==> src/rtl/core/pts_pkg.sv <==
package pts_pkg;

  // Field and register widths.
  localparam int unsigned TIME_W     = 64;
  localparam int unsigned FREQ_W     = 30;
  localparam int unsigned RELOAD_W   = 24;
  localparam int unsigned MS_W       = 20;
  localparam int unsigned CPU_W      = 3;
  localparam int unsigned CFG_IDX_W  = 1;
  localparam int unsigned CFG_DATA_W = 32;

  // Shared multiplier operand and product widths.
  localparam int unsigned MUL_W  = 32;
  localparam int unsigned MULP_W = 2 * MUL_W;

  // The frequency times milliseconds product and its division by 1000,
  // done one 20-bit digit at a time with a 10-bit running remainder.
  localparam int unsigned PROD_W    = 50;
  localparam int unsigned DIGIT_W   = 20;
  localparam int unsigned DIGITS    = 3;
  localparam int unsigned REM_W     = 10;
  localparam int unsigned PART_W    = REM_W + DIGIT_W;
  localparam int unsigned QUO_W     = DIGITS * DIGIT_W;
  localparam int unsigned DIG_CNT_W = 2;

  // Reciprocal of 1000 scaled by 2^40, exact to within one for 30-bit inputs.
  localparam int unsigned   RECIP_SHIFT   = 40;
  localparam logic [30:0]   RECIP_1000    = 31'd1099511627;
  localparam logic [REM_W:0] MS_PER_SECOND = 11'd1000;

  // Register reset values.
  localparam logic [FREQ_W-1:0]   FREQ_RESET   = 30'd62500000;
  localparam logic [RELOAD_W-1:0] RELOAD_RESET = 24'd625000;

  // Configuration register indexes.
  typedef enum logic [CFG_IDX_W-1:0] {
    REG_COUNTER_FREQ = 1'b0,
    REG_TICK_RELOAD  = 1'b1
  } cfg_reg_e;

  // Function codes of an input request.
  typedef enum logic [0:0] {
    FUNC_TICK = 1'b0,
    FUNC_ARM  = 1'b1
  } func_e;

  // Operations of the shared adder.
  typedef enum logic [0:0] {
    ALU_ADD = 1'b0,
    ALU_SUB = 1'b1
  } alu_op_e;

  typedef struct packed {
    alu_op_e           op;
    logic [TIME_W-1:0] a;
    logic [TIME_W-1:0] b;
  } alu_req_t;

  typedef struct packed {
    logic [TIME_W-1:0] res;
    logic              borrow;
  } alu_rsp_t;

  // Sequencer states.
  typedef enum logic [3:0] {
    ST_IDLE,
    ST_MULP,
    ST_LOADP,
    ST_RECIP,
    ST_MULQ,
    ST_CORR,
    ST_ARM,
    ST_TCMP,
    ST_TADV,
    ST_TCHK,
    ST_TSYNC,
    ST_UPT,
    ST_WAKE,
    ST_WCMP,
    ST_FIN
  } state_e;

endpackage

==> src/rtl/core/pts_mul.sv <==
// Shared unsigned multiplier with a registered product.
module pts_mul (
  input  logic                        clk_i,
  input  logic [pts_pkg::MUL_W-1:0]   a_i,
  input  logic [pts_pkg::MUL_W-1:0]   b_i,
  output logic [pts_pkg::MULP_W-1:0]  p_o
);

  logic [pts_pkg::MULP_W-1:0] p_q;

  // One product per cycle, available the cycle after the operands.
  always_ff @(posedge clk_i) begin
    p_q <= pts_pkg::MULP_W'(a_i) * pts_pkg::MULP_W'(b_i);
  end

  assign p_o = p_q;

endmodule

==> src/rtl/core/pts_alu.sv <==
// Shared 64-bit adder and subtractor; a subtract also reports a borrow.
module pts_alu (
  input  pts_pkg::alu_req_t req_i,
  output pts_pkg::alu_rsp_t rsp_o
);

  logic                         sub;
  logic [pts_pkg::TIME_W-1:0]   b_in;
  logic [pts_pkg::TIME_W:0]     sum;

  assign sub  = (req_i.op == pts_pkg::ALU_SUB);
  assign b_in = sub ? ~req_i.b : req_i.b;

  // Subtraction is addition of the complement with a carry in.
  assign sum = {1'b0, req_i.a} + {1'b0, b_in} + {{pts_pkg::TIME_W{1'b0}}, sub};

  assign rsp_o.res    = sum[pts_pkg::TIME_W-1:0];
  assign rsp_o.borrow = sub & ~sum[pts_pkg::TIME_W];

endmodule

==> src/rtl/core/per_core_tick_deadline_scheduler.sv <==
// A timer interrupt without a sleeper wake takes the short path; an arm or a
// wake converts milliseconds on the shared multiplier through ST_MULP, ST_LOADP
// and, for each product digit, ST_RECIP, ST_MULQ and ST_CORR.
// Flow: one request at a time; in_ready_o is high only when
// idle, and the finish step stalls while an untaken result holds the output.
// Reset: asynchronous, active low; deadlines and uptime clear, registers reload.
module per_core_tick_deadline_scheduler #(
  parameter int unsigned CORE_COUNT = 8
) (
  input  logic                            clk_i,
  input  logic                            rst_ni,
  // Configuration write channel.
  input  logic                            cfg_valid_i,
  output logic                            cfg_ready_o,
  input  logic [pts_pkg::CFG_IDX_W-1:0]   cfg_index_i,
  input  logic [pts_pkg::CFG_DATA_W-1:0]  cfg_data_i,
  // Request channel.
  input  logic                            in_valid_i,
  output logic                            in_ready_o,
  input  logic                            func_i,
  input  logic [pts_pkg::CPU_W-1:0]       cpu_i,
  input  logic [pts_pkg::TIME_W-1:0]      now_i,
  input  logic [pts_pkg::MS_W-1:0]        interval_ms_i,
  // Result channel.
  output logic                            out_valid_o,
  input  logic                            out_ready_i,
  output logic [pts_pkg::TIME_W-1:0]      compare_value_o,
  output logic                            quantum_tick_o,
  output logic [pts_pkg::TIME_W-1:0]      tick_count_o
);

  // Only cores a 3-bit index can reach need a deadline register.
  localparam int unsigned CPU_SPAN = 1 << pts_pkg::CPU_W;
  localparam int unsigned DL_DEPTH = (CORE_COUNT < CPU_SPAN) ? CORE_COUNT : CPU_SPAN;
  localparam int unsigned DL_W     = (DL_DEPTH > 1) ? $clog2(DL_DEPTH) : 1;

  localparam int unsigned TW = pts_pkg::TIME_W;

  // Core index reduced modulo the core count by repeated subtraction.
  function automatic logic [DL_W-1:0] reduce_core(input logic [pts_pkg::CPU_W-1:0] cpu);
    logic [pts_pkg::CPU_W:0] v;
    v = {1'b0, cpu};
    for (int i = 0; i < CPU_SPAN; i++) begin
      if (32'(v) >= CORE_COUNT) begin
        v = v - (pts_pkg::CPU_W + 1)'(CORE_COUNT);
      end
    end
    return DL_W'(v);
  endfunction

  pts_pkg::state_e state_q, state_d;

  logic [pts_pkg::FREQ_W-1:0]   freq_q;
  logic [pts_pkg::RELOAD_W-1:0] reload_q;
  logic [TW-1:0]                dl_mem_q [DL_DEPTH];
  logic [TW-1:0]                uptime_q;

  // Per-request working registers.
  logic                         func_q;
  logic [DL_W-1:0]              core_q;
  logic [TW-1:0]                now_q;
  logic [pts_pkg::MS_W-1:0]     ms_q;
  logic [TW-1:0]                dl_q;
  logic [TW-1:0]                nxt_q;
  logic [TW-1:0]                cmp_q;
  logic                         real_q;

  // Millisecond conversion registers.
  logic [pts_pkg::PROD_W-1:0]   p_q;
  logic [pts_pkg::PART_W-1:0]   v_q;
  logic [pts_pkg::DIGIT_W-1:0]  q0_q;
  logic [pts_pkg::REM_W-1:0]    rem_q;
  logic [pts_pkg::QUO_W-1:0]    quo_q;
  logic [pts_pkg::DIG_CNT_W-1:0] dig_q;

  // Output register.
  logic                         out_valid_q;
  logic [TW-1:0]                out_cmp_q;
  logic                         out_real_q;
  logic [TW-1:0]                out_tick_q;

  // Shared units.
  logic [pts_pkg::MUL_W-1:0]    mul_a, mul_b;
  logic [pts_pkg::MULP_W-1:0]   mul_p;
  pts_pkg::alu_req_t            alu_req;
  pts_pkg::alu_rsp_t            alu_rsp;

  logic                         in_fire;
  logic                         out_free;
  logic                         last_digit;
  logic [pts_pkg::DIGIT_W-1:0]  digit;
  logic [pts_pkg::PART_W-1:0]   part;
  logic [pts_pkg::DIGIT_W-1:0]  q0;
  logic [pts_pkg::PART_W-1:0]   r_full;
  logic [pts_pkg::REM_W:0]      r_small;
  logic                         r_ge;
  logic [TW-1:0]                conv;
  logic [TW-1:0]                delta;
  logic                         core_zero;

  pts_mul u_mul (
    .clk_i (clk_i),
    .a_i   (mul_a),
    .b_i   (mul_b),
    .p_o   (mul_p)
  );

  pts_alu u_alu (
    .req_i (alu_req),
    .rsp_o (alu_rsp)
  );

  assign in_ready_o  = (state_q == pts_pkg::ST_IDLE);
  assign in_fire     = in_valid_i & in_ready_o;
  assign cfg_ready_o = 1'b1;
  assign out_free    = ~out_valid_q | out_ready_i;

  assign out_valid_o     = out_valid_q;
  assign compare_value_o = out_cmp_q;
  assign quantum_tick_o  = out_real_q;
  assign tick_count_o    = out_tick_q;

  // Digit of the product for the current division step, top digit first.
  always_comb begin
    case (dig_q)
      2'd0:    digit = pts_pkg::DIGIT_W'(p_q[pts_pkg::PROD_W-1:2*pts_pkg::DIGIT_W]);
      2'd1:    digit = p_q[2*pts_pkg::DIGIT_W-1:pts_pkg::DIGIT_W];
      2'd2:    digit = p_q[pts_pkg::DIGIT_W-1:0];
      default: digit = '0;
    endcase
  end

  assign part       = {rem_q, digit};
  assign last_digit = (dig_q == pts_pkg::DIG_CNT_W'(pts_pkg::DIGITS - 1));
  assign q0         = mul_p[pts_pkg::RECIP_SHIFT+pts_pkg::DIGIT_W-1:pts_pkg::RECIP_SHIFT];

  // The estimate is low by at most one; one compare fixes digit and remainder.
  assign r_full  = v_q - mul_p[pts_pkg::PART_W-1:0];
  assign r_small = r_full[pts_pkg::REM_W:0];
  assign r_ge    = (r_small >= pts_pkg::MS_PER_SECOND);

  assign conv      = TW'(quo_q);
  assign delta     = (conv == '0) ? TW'(1) : conv;
  assign core_zero = (core_q == '0);

  // Operand selection for the shared multiplier.
  always_comb begin
    case (state_q)
      pts_pkg::ST_MULP: begin
        mul_a = pts_pkg::MUL_W'(freq_q);
        mul_b = pts_pkg::MUL_W'(ms_q);
      end
      pts_pkg::ST_RECIP: begin
        mul_a = pts_pkg::MUL_W'(part);
        mul_b = pts_pkg::MUL_W'(pts_pkg::RECIP_1000);
      end
      pts_pkg::ST_MULQ: begin
        mul_a = pts_pkg::MUL_W'(q0);
        mul_b = pts_pkg::MUL_W'(pts_pkg::MS_PER_SECOND);
      end
      default: begin
        mul_a = '0;
        mul_b = '0;
      end
    endcase
  end

  // Operand selection for the shared adder.
  always_comb begin
    alu_req.op = pts_pkg::ALU_ADD;
    alu_req.a  = now_q;
    alu_req.b  = '0;
    case (state_q)
      pts_pkg::ST_ARM: begin
        alu_req.b = delta;
      end
      pts_pkg::ST_TCMP: begin
        alu_req.op = pts_pkg::ALU_SUB;
        alu_req.b  = dl_q;
      end
      pts_pkg::ST_TADV: begin
        alu_req.a = dl_q;
        alu_req.b = TW'(reload_q);
      end
      pts_pkg::ST_TCHK: begin
        alu_req.op = pts_pkg::ALU_SUB;
        alu_req.b  = nxt_q;
      end
      pts_pkg::ST_TSYNC: begin
        alu_req.b = TW'(reload_q);
      end
      pts_pkg::ST_UPT: begin
        alu_req.a = uptime_q;
        alu_req.b = TW'(1);
      end
      pts_pkg::ST_WAKE: begin
        alu_req.b = conv;
      end
      pts_pkg::ST_WCMP: begin
        alu_req.op = pts_pkg::ALU_SUB;
        alu_req.a  = nxt_q;
        alu_req.b  = dl_q;
      end
      default: begin
        alu_req.op = pts_pkg::ALU_ADD;
      end
    endcase
  end

  // Next-state logic of the sequencer.
  always_comb begin
    state_d = state_q;
    case (state_q)
      pts_pkg::ST_IDLE: begin
        if (in_fire) begin
          if ((func_i == pts_pkg::FUNC_ARM) || (interval_ms_i != '0)) begin
            state_d = pts_pkg::ST_MULP;
          end else begin
            state_d = pts_pkg::ST_TCMP;
          end
        end
      end
      pts_pkg::ST_MULP:  state_d = pts_pkg::ST_LOADP;
      pts_pkg::ST_LOADP: state_d = pts_pkg::ST_RECIP;
      pts_pkg::ST_RECIP: state_d = pts_pkg::ST_MULQ;
      pts_pkg::ST_MULQ:  state_d = pts_pkg::ST_CORR;
      pts_pkg::ST_CORR: begin
        if (!last_digit) begin
          state_d = pts_pkg::ST_RECIP;
        end else if (func_q == pts_pkg::FUNC_ARM) begin
          state_d = pts_pkg::ST_ARM;
        end else begin
          state_d = pts_pkg::ST_TCMP;
        end
      end
      pts_pkg::ST_ARM: state_d = pts_pkg::ST_FIN;
      pts_pkg::ST_TCMP: begin
        state_d = alu_rsp.borrow ? pts_pkg::ST_WAKE : pts_pkg::ST_TADV;
      end
      pts_pkg::ST_TADV: state_d = pts_pkg::ST_TCHK;
      pts_pkg::ST_TCHK: begin
        state_d = alu_rsp.borrow ? pts_pkg::ST_UPT : pts_pkg::ST_TSYNC;
      end
      pts_pkg::ST_TSYNC: state_d = pts_pkg::ST_UPT;
      pts_pkg::ST_UPT:   state_d = pts_pkg::ST_WAKE;
      pts_pkg::ST_WAKE: begin
        state_d = (ms_q != '0) ? pts_pkg::ST_WCMP : pts_pkg::ST_FIN;
      end
      pts_pkg::ST_WCMP: state_d = pts_pkg::ST_FIN;
      pts_pkg::ST_FIN: begin
        if (out_free) begin
          state_d = pts_pkg::ST_IDLE;
        end
      end
      default: state_d = pts_pkg::ST_IDLE;
    endcase
  end

  // State register.
  always_ff @(posedge clk_i or negedge rst_ni) begin
    if (!rst_ni) begin
      state_q <= pts_pkg::ST_IDLE;
    end else begin
      state_q <= state_d;
    end
  end

  // Configuration registers.
  always_ff @(posedge clk_i or negedge rst_ni) begin
    if (!rst_ni) begin
      freq_q   <= pts_pkg::FREQ_RESET;
      reload_q <= pts_pkg::RELOAD_RESET;
    end else if (cfg_valid_i && cfg_ready_o) begin
      if (cfg_index_i == pts_pkg::REG_COUNTER_FREQ) begin
        freq_q <= cfg_data_i[pts_pkg::FREQ_W-1:0];
      end
      if (cfg_index_i == pts_pkg::REG_TICK_RELOAD) begin
        reload_q <= cfg_data_i[pts_pkg::RELOAD_W-1:0];
      end
    end
  end

  // Per-core deadlines and the uptime count; a finished request commits here.
  always_ff @(posedge clk_i or negedge rst_ni) begin
    if (!rst_ni) begin
      for (int i = 0; i < DL_DEPTH; i++) begin
        dl_mem_q[i] <= '0;
      end
      uptime_q <= '0;
    end else begin
      if (state_q == pts_pkg::ST_FIN) begin
        dl_mem_q[core_q] <= dl_q;
      end
      if ((state_q == pts_pkg::ST_UPT) && core_zero) begin
        uptime_q <= alu_rsp.res;
      end
    end
  end

  // Working registers of the request in progress.
  always_ff @(posedge clk_i) begin
    case (state_q)
      pts_pkg::ST_IDLE: begin
        if (in_fire) begin
          func_q <= func_i;
          core_q <= reduce_core(cpu_i);
          now_q  <= now_i;
          dl_q   <= dl_mem_q[reduce_core(cpu_i)];
          real_q <= 1'b0;
          if ((func_i == pts_pkg::FUNC_ARM) && (interval_ms_i == '0)) begin
            ms_q <= pts_pkg::MS_W'(1);
          end else begin
            ms_q <= interval_ms_i;
          end
        end
      end
      pts_pkg::ST_MULP: begin
        rem_q <= '0;
        quo_q <= '0;
        dig_q <= '0;
      end
      pts_pkg::ST_LOADP: begin
        p_q <= mul_p[pts_pkg::PROD_W-1:0];
      end
      pts_pkg::ST_RECIP: begin
        v_q <= part;
      end
      pts_pkg::ST_MULQ: begin
        q0_q <= q0;
      end
      pts_pkg::ST_CORR: begin
        quo_q <= {quo_q[pts_pkg::QUO_W-pts_pkg::DIGIT_W-1:0],
                  q0_q + pts_pkg::DIGIT_W'(r_ge)};
        rem_q <= r_ge ? pts_pkg::REM_W'(r_small - pts_pkg::MS_PER_SECOND)
                      : pts_pkg::REM_W'(r_small);
        dig_q <= dig_q + pts_pkg::DIG_CNT_W'(1);
      end
      pts_pkg::ST_ARM: begin
        dl_q  <= alu_rsp.res;
        cmp_q <= alu_rsp.res;
      end
      pts_pkg::ST_TCMP: begin
        real_q <= ~alu_rsp.borrow;
      end
      pts_pkg::ST_TADV: begin
        nxt_q <= alu_rsp.res;
      end
      pts_pkg::ST_TCHK: begin
        if (alu_rsp.borrow) begin
          dl_q <= nxt_q;
        end
      end
      pts_pkg::ST_TSYNC: begin
        dl_q <= alu_rsp.res;
      end
      pts_pkg::ST_WAKE: begin
        nxt_q <= alu_rsp.res;
        cmp_q <= dl_q;
      end
      pts_pkg::ST_WCMP: begin
        if (alu_rsp.borrow) begin
          cmp_q <= nxt_q;
        end
      end
      default: begin
        cmp_q <= cmp_q;
      end
    endcase
  end

  // Output register; it holds a result until the consumer takes it.
  always_ff @(posedge clk_i or negedge rst_ni) begin
    if (!rst_ni) begin
      out_valid_q <= 1'b0;
      out_cmp_q   <= '0;
      out_real_q  <= 1'b0;
      out_tick_q  <= '0;
    end else if ((state_q == pts_pkg::ST_FIN) && out_free) begin
      out_valid_q <= 1'b1;
      out_cmp_q   <= cmp_q;
      out_real_q  <= real_q;
      out_tick_q  <= uptime_q;
    end else if (out_ready_i) begin
      out_valid_q <= 1'b0;
    end
  end

endmodule

==> config.mk <==
export PLATFORM = sky130hd
export DESIGN_NAME = per_core_tick_deadline_scheduler
export DESIGN_NICKNAME = d
export VERILOG_FILES = /design/src/rtl/core/pts_pkg.sv /design/src/rtl/core/pts_mul.sv /design/src/rtl/core/pts_alu.sv /design/src/rtl/core/per_core_tick_deadline_scheduler.sv
export SDC_FILE = /design/constraint.sdc
export NUM_CORES = 2
export LEC_CHECK = 0
export ABC_AREA = 1
export BUFFER_PORTS_ARGS = -buffer_cell sky130_fd_sc_hd__buf_2
export CAP_MARGIN = 20
export CORE_ASPECT_RATIO = 0.7
export CORE_MARGIN = 5
export CORE_UTILIZATION = 64
export CTS_CLUSTER_SIZE = 8
export DETAILED_ROUTE_END_ITERATION = 6
export PLACE_DENSITY = 0.83
export REMOVE_ABC_BUFFERS = 1
export SYNTH_ARGS = -nofsm -noshare
export SYNTH_HDL_FRONTEND = slang
export SYNTH_SLANG_ARGS = --single-unit
export TNS_END_PERCENT = 100
==> constraint.sdc <==
create_clock -name clk_i -period 10.63 [get_ports clk_i]
set_input_delay 0.5315 -clock clk_i [delete_from_list [all_inputs] [get_ports clk_i]]
set_output_delay 0.5315 -clock clk_i [all_outputs]
set_load 0.02 [all_outputs]
==> impl_metrics.py <==
metrics = {
    "outcome": {
        "outcome": "complete, but fails checks",
        "violations": "design-rule violations",
    },
    "worst_setup_path": {
        "crit_required_ns": 11.31,
        "critPathArrivalTime_ns": 10.30,
        "crit_family": "adder cells",
        "endpoint_kind": "register",
        "cp_max_fo": 12,
        "startpoint_type": "register",
        "r2r_start": "state_q[3]",
        "reg2reg_slack_ns": 1.01,
        "crit_slowest_cell": "clkinv_1",
        "crit_type": "register to register",
        "r2r_end": "u_mul.p_o[59]",
        "path_buf_inv": 9,
        "r2r_cells": 36,
        "max_stage_delay_ns": 0.65,
    },
    "clocking": {
        "cts_tree": "yes",
        "cts_resized": 0,
        "clkTransAtPathRegs_ns": 0.05,
        "cts_buffers": 176,
        "root_buffer": "clkbuf_16",
        "htree_levels": 4,
        "clock_path_buffers": 3,
        "clock_sinks": 1258,
        "clk_latency_ns": 0.84,
    },
    "synth": {
        "syn_area_um2": 81900,
        "synth-seq-cells": 1258,
        "synth_warnings": 0,
        "synth.avg_cell_area_um2": 8.95,
        "synth_cells": 9148,
        "synth_top_area_cell": "dfrtp_1",
        "yosysUniqueCellTypes": 68,
        "synth-async-reset-ratio_pct": 60.7,
        "synth.most_common_cell": "nand2_1",
        "yosys-top-cells-count": "nand2_1, inv_1, nor2_1",
        "ys.flop_type": "dfrtp_1",
        "synth-edff-count": 434,
        "synth_top_area_share_pct": 22.7,
        "ys_seq_area_share_pct": 40.8,
        "synthTopCellsByArea": "dfrtp_1, edfxtp_1, fa_1",
    },
    "global_routing": {
        "grt-ovfl-total": 0,
        "grt_pass1_wl_um": 440000,
        "grt_start_max_net_pins": 158,
        "grt_usage_pct": 43.2,
        "antenna_found_initial": 3,
        "grt_pass1_vias": 72000,
    },
    "power": {
        "p_seq_share_pct": 29.0,
        "p_int_w": 0.0149,
        "swShare_pct": 48.4,
        "p_comb_share_pct": 52.3,
        "switching_power_w": 0.0140,
        "p_per_area_nw_per_um2": 317,
        "clkPwrFrac_pct": 18.7,
        "peakVddDrop_uv": 349,
        "power_leakage_nw": 43.5,
    },
    "timing": {
        "max_slew_margin_pct": 21.7,
        "finalCritPeriodShare_pct": 90.5,
        "timing.fmax_mhz": 104,
        "period_needed_ns": 9.62,
        "worstMarginPinSlew_ns": 1.17,
        "fin_tns_setup_ns": 0,
        "hold_viol": 0,
        "setup-violations-final": 0,
        "fin_worst_skew_ns": 0.0937,
        "slew_violations": 0,
        "grt_setup_unrepaired": "no",
    },
    "drt": {
        "ant_nets": 0,
        "num_vias": 71100,
        "totalWireLength_um": 293000,
        "route.detailed.drc": 19,
        "viasPerCell": 6.35,
        "drtPass1Iterations": 7,
        "post_drt_wl_per_cell_um": 26.1,
        "drt_iter0_drc": 10300,
    },
    "worst_hold_path": {
        "hold_path_end": "freq_q[10]",
        "hold_path_depth": 3,
        "min_from": "cfg_data_i[10]",
        "hold_path_class": "input port to register",
    },
    "floorplanning": {
        "start_util_pct": 64.6,
        "die-area_um2": 135000,
        "pin_count": 258,
        "fp.dieH_um": 309,
        "die_w_um": 437,
        "fp.coreArea_um2": 127000,
        "rows": 109,
    },
    "finish": {
        "final_cell_area_um2": 91400,
        "final_cells": 11200,
        "nets": 10500,
        "drive_above_1_share_pct": 8.43,
        "fillerInstances": 9086,
        "seq_area_um2": 33400,
        "syn2layout_area_growth_pct": 11.6,
        "multi_input_area_um2": 41600,
    },
    "placement": {
        "place_congestion": 1.04,
        "place_area_um2": 85000,
        "dp.cells": 10800,
        "dp_hpwl_um": 202000,
        "numPortBuffers": 254,
    },
    "run": {
        "max-cap-violations": 0,
    },
}
-- cell type report --
type / instances / share of cell area, %
flip-flops and latches: 1258 / 36.5
repair buffers: 532 / 4.08
well taps: 1665 / 2.28
inverters: 1412 / 5.82
clock inverters: 16 / 0.368
multi-input cells: 6024 / 45.5
diodes: 2 / 0.00548
clock buffers: 304 / 5.42
-- power by group through the flow --
stage	combinational [W]	clock (W)	sequential, W
global route	0.0161	0.00566	0.00854
global placement	0.0140	0	0.00829
floorplan	0.00865	0	0.00835
CTS	0.0146	0.00539	0.00833
finish	0.0151	0.00542	0.00841
detailed placement	0.0143	0	0.00837
-- placed cells by master, fill, tap and decap left out, types with 66 or more instances in the layout --
| master | count |
|---|---|
| buf_4 | 176 |
| mux2i_1 | 86 |
| nand3_1 | 156 |
| mux2_2 | 66 |
| nand2_1 | 1627 |
| o21ai_0 | 943 |
| a21oi_1 | 326 |
| clkbuf_16 | 179 |
| o221ai_1 | 107 |
| o22ai_1 | 80 |
| inv_1 | 1378 |
| fa_1 | 575 |
| dlygate4sd3_1 | 95 |
| edfxtp_1 | 434 |
| xor2_1 | 92 |
| dfrtp_1 | 743 |
| clkbuf_1 | 125 |
| nor2_1 | 1023 |
| buf_2 | 251 |
| ha_1 | 388 |
-- routing by layer --
layer,routed length [um],share of wire (%),track usage (%),vias to the layer above
met1,103000,35,55.3,34000
met3,40700,14,13.9,1400
met4,21100,7.2,25.2,8
met2,127000,43,65.3,5564
met5,138,0.047,0,-
li1,-,-,-,30200
-- how the worst max path moves through the flow --
stage	startpoint	end	slack, ns	depth (start not counted)
after global placement	state_q[3]	u_mul.p_o[56]	1.27	33
final	state_q[3]	u_mul.p_o[59]	1.01	36
after floorplan	state_q[3]	u_mul.p_o[59]	1.06	32
after global routing	state_q[3]	u_mul.p_o[56]	0.61	35
after detailed placement	state_q[3]	u_mul.p_o[59]	1.16	36
after CTS	state_q[3]	u_mul.p_o[56]	1.13	35
-- worst reg2reg max path, delay by kind of cell (launching register included) --
family	cells	cell delay, ns
AOI/OAI and AO/OA	6	1.14
xor gates and xnor gates	1	0.16
buffers and inverters	9	2.09
and+or+nand+nor	11	1.62
DFF	1	0.56
adders and majority gates	9	3.97
-- registers in the layout (all words and copies together), names as in the netlist, 50 cells and up --
signal	flops
dl_mem_q	512
quo_q	60
uptime_q	64
p_q	50
dl_q	64
cmp_q	64
tick_count_o	64
u_mul.p_o	60
compare_value_o	64
now_q	64
nxt_q	64
-- repair_timing --
| item | in CTS | in global routing |
|---|---|---|
| hold endpoints to repair | 195 | 0 |
| buffers inserted | 0 | 0 |
| hold buffers | 95 | 0 |
-- logic make-up after synthesis --
family                     Yosys count  synth area share (%)
and+or+nand+nor                   2972                  14.4
buffers and inverters             1866                  8.57
AOI/OAI and AO/OA                 1797                  12.7
DFF                               1258                  40.8
adders and majority gates          963                  20.0
muxes                              152                  1.96
xor gates and xnor gates           139                  1.57
other                                1               0.00458
-- through the flow --
step / hold slack [ns] / total power (W) / utilization (%) / setup slack [ns]
2_1_floorplan: 0.236 / 0.0170 / - / 1.06
3_3_place_gp: 0.389 / 0.0223 / 67.1 / 1.27
3_5_place_dp: 0.389 / 0.0227 / 67.1 / 1.16
4_1_cts: 0.00170 / 0.0283 / 72.0 / 1.13
5_1_grt: 0.0367 / 0.0303 / 72.1 / 0.615
6_report: 0.0270 / 0.0290 / 72.1 / 1.01
(Power assumes the default switching activity.)
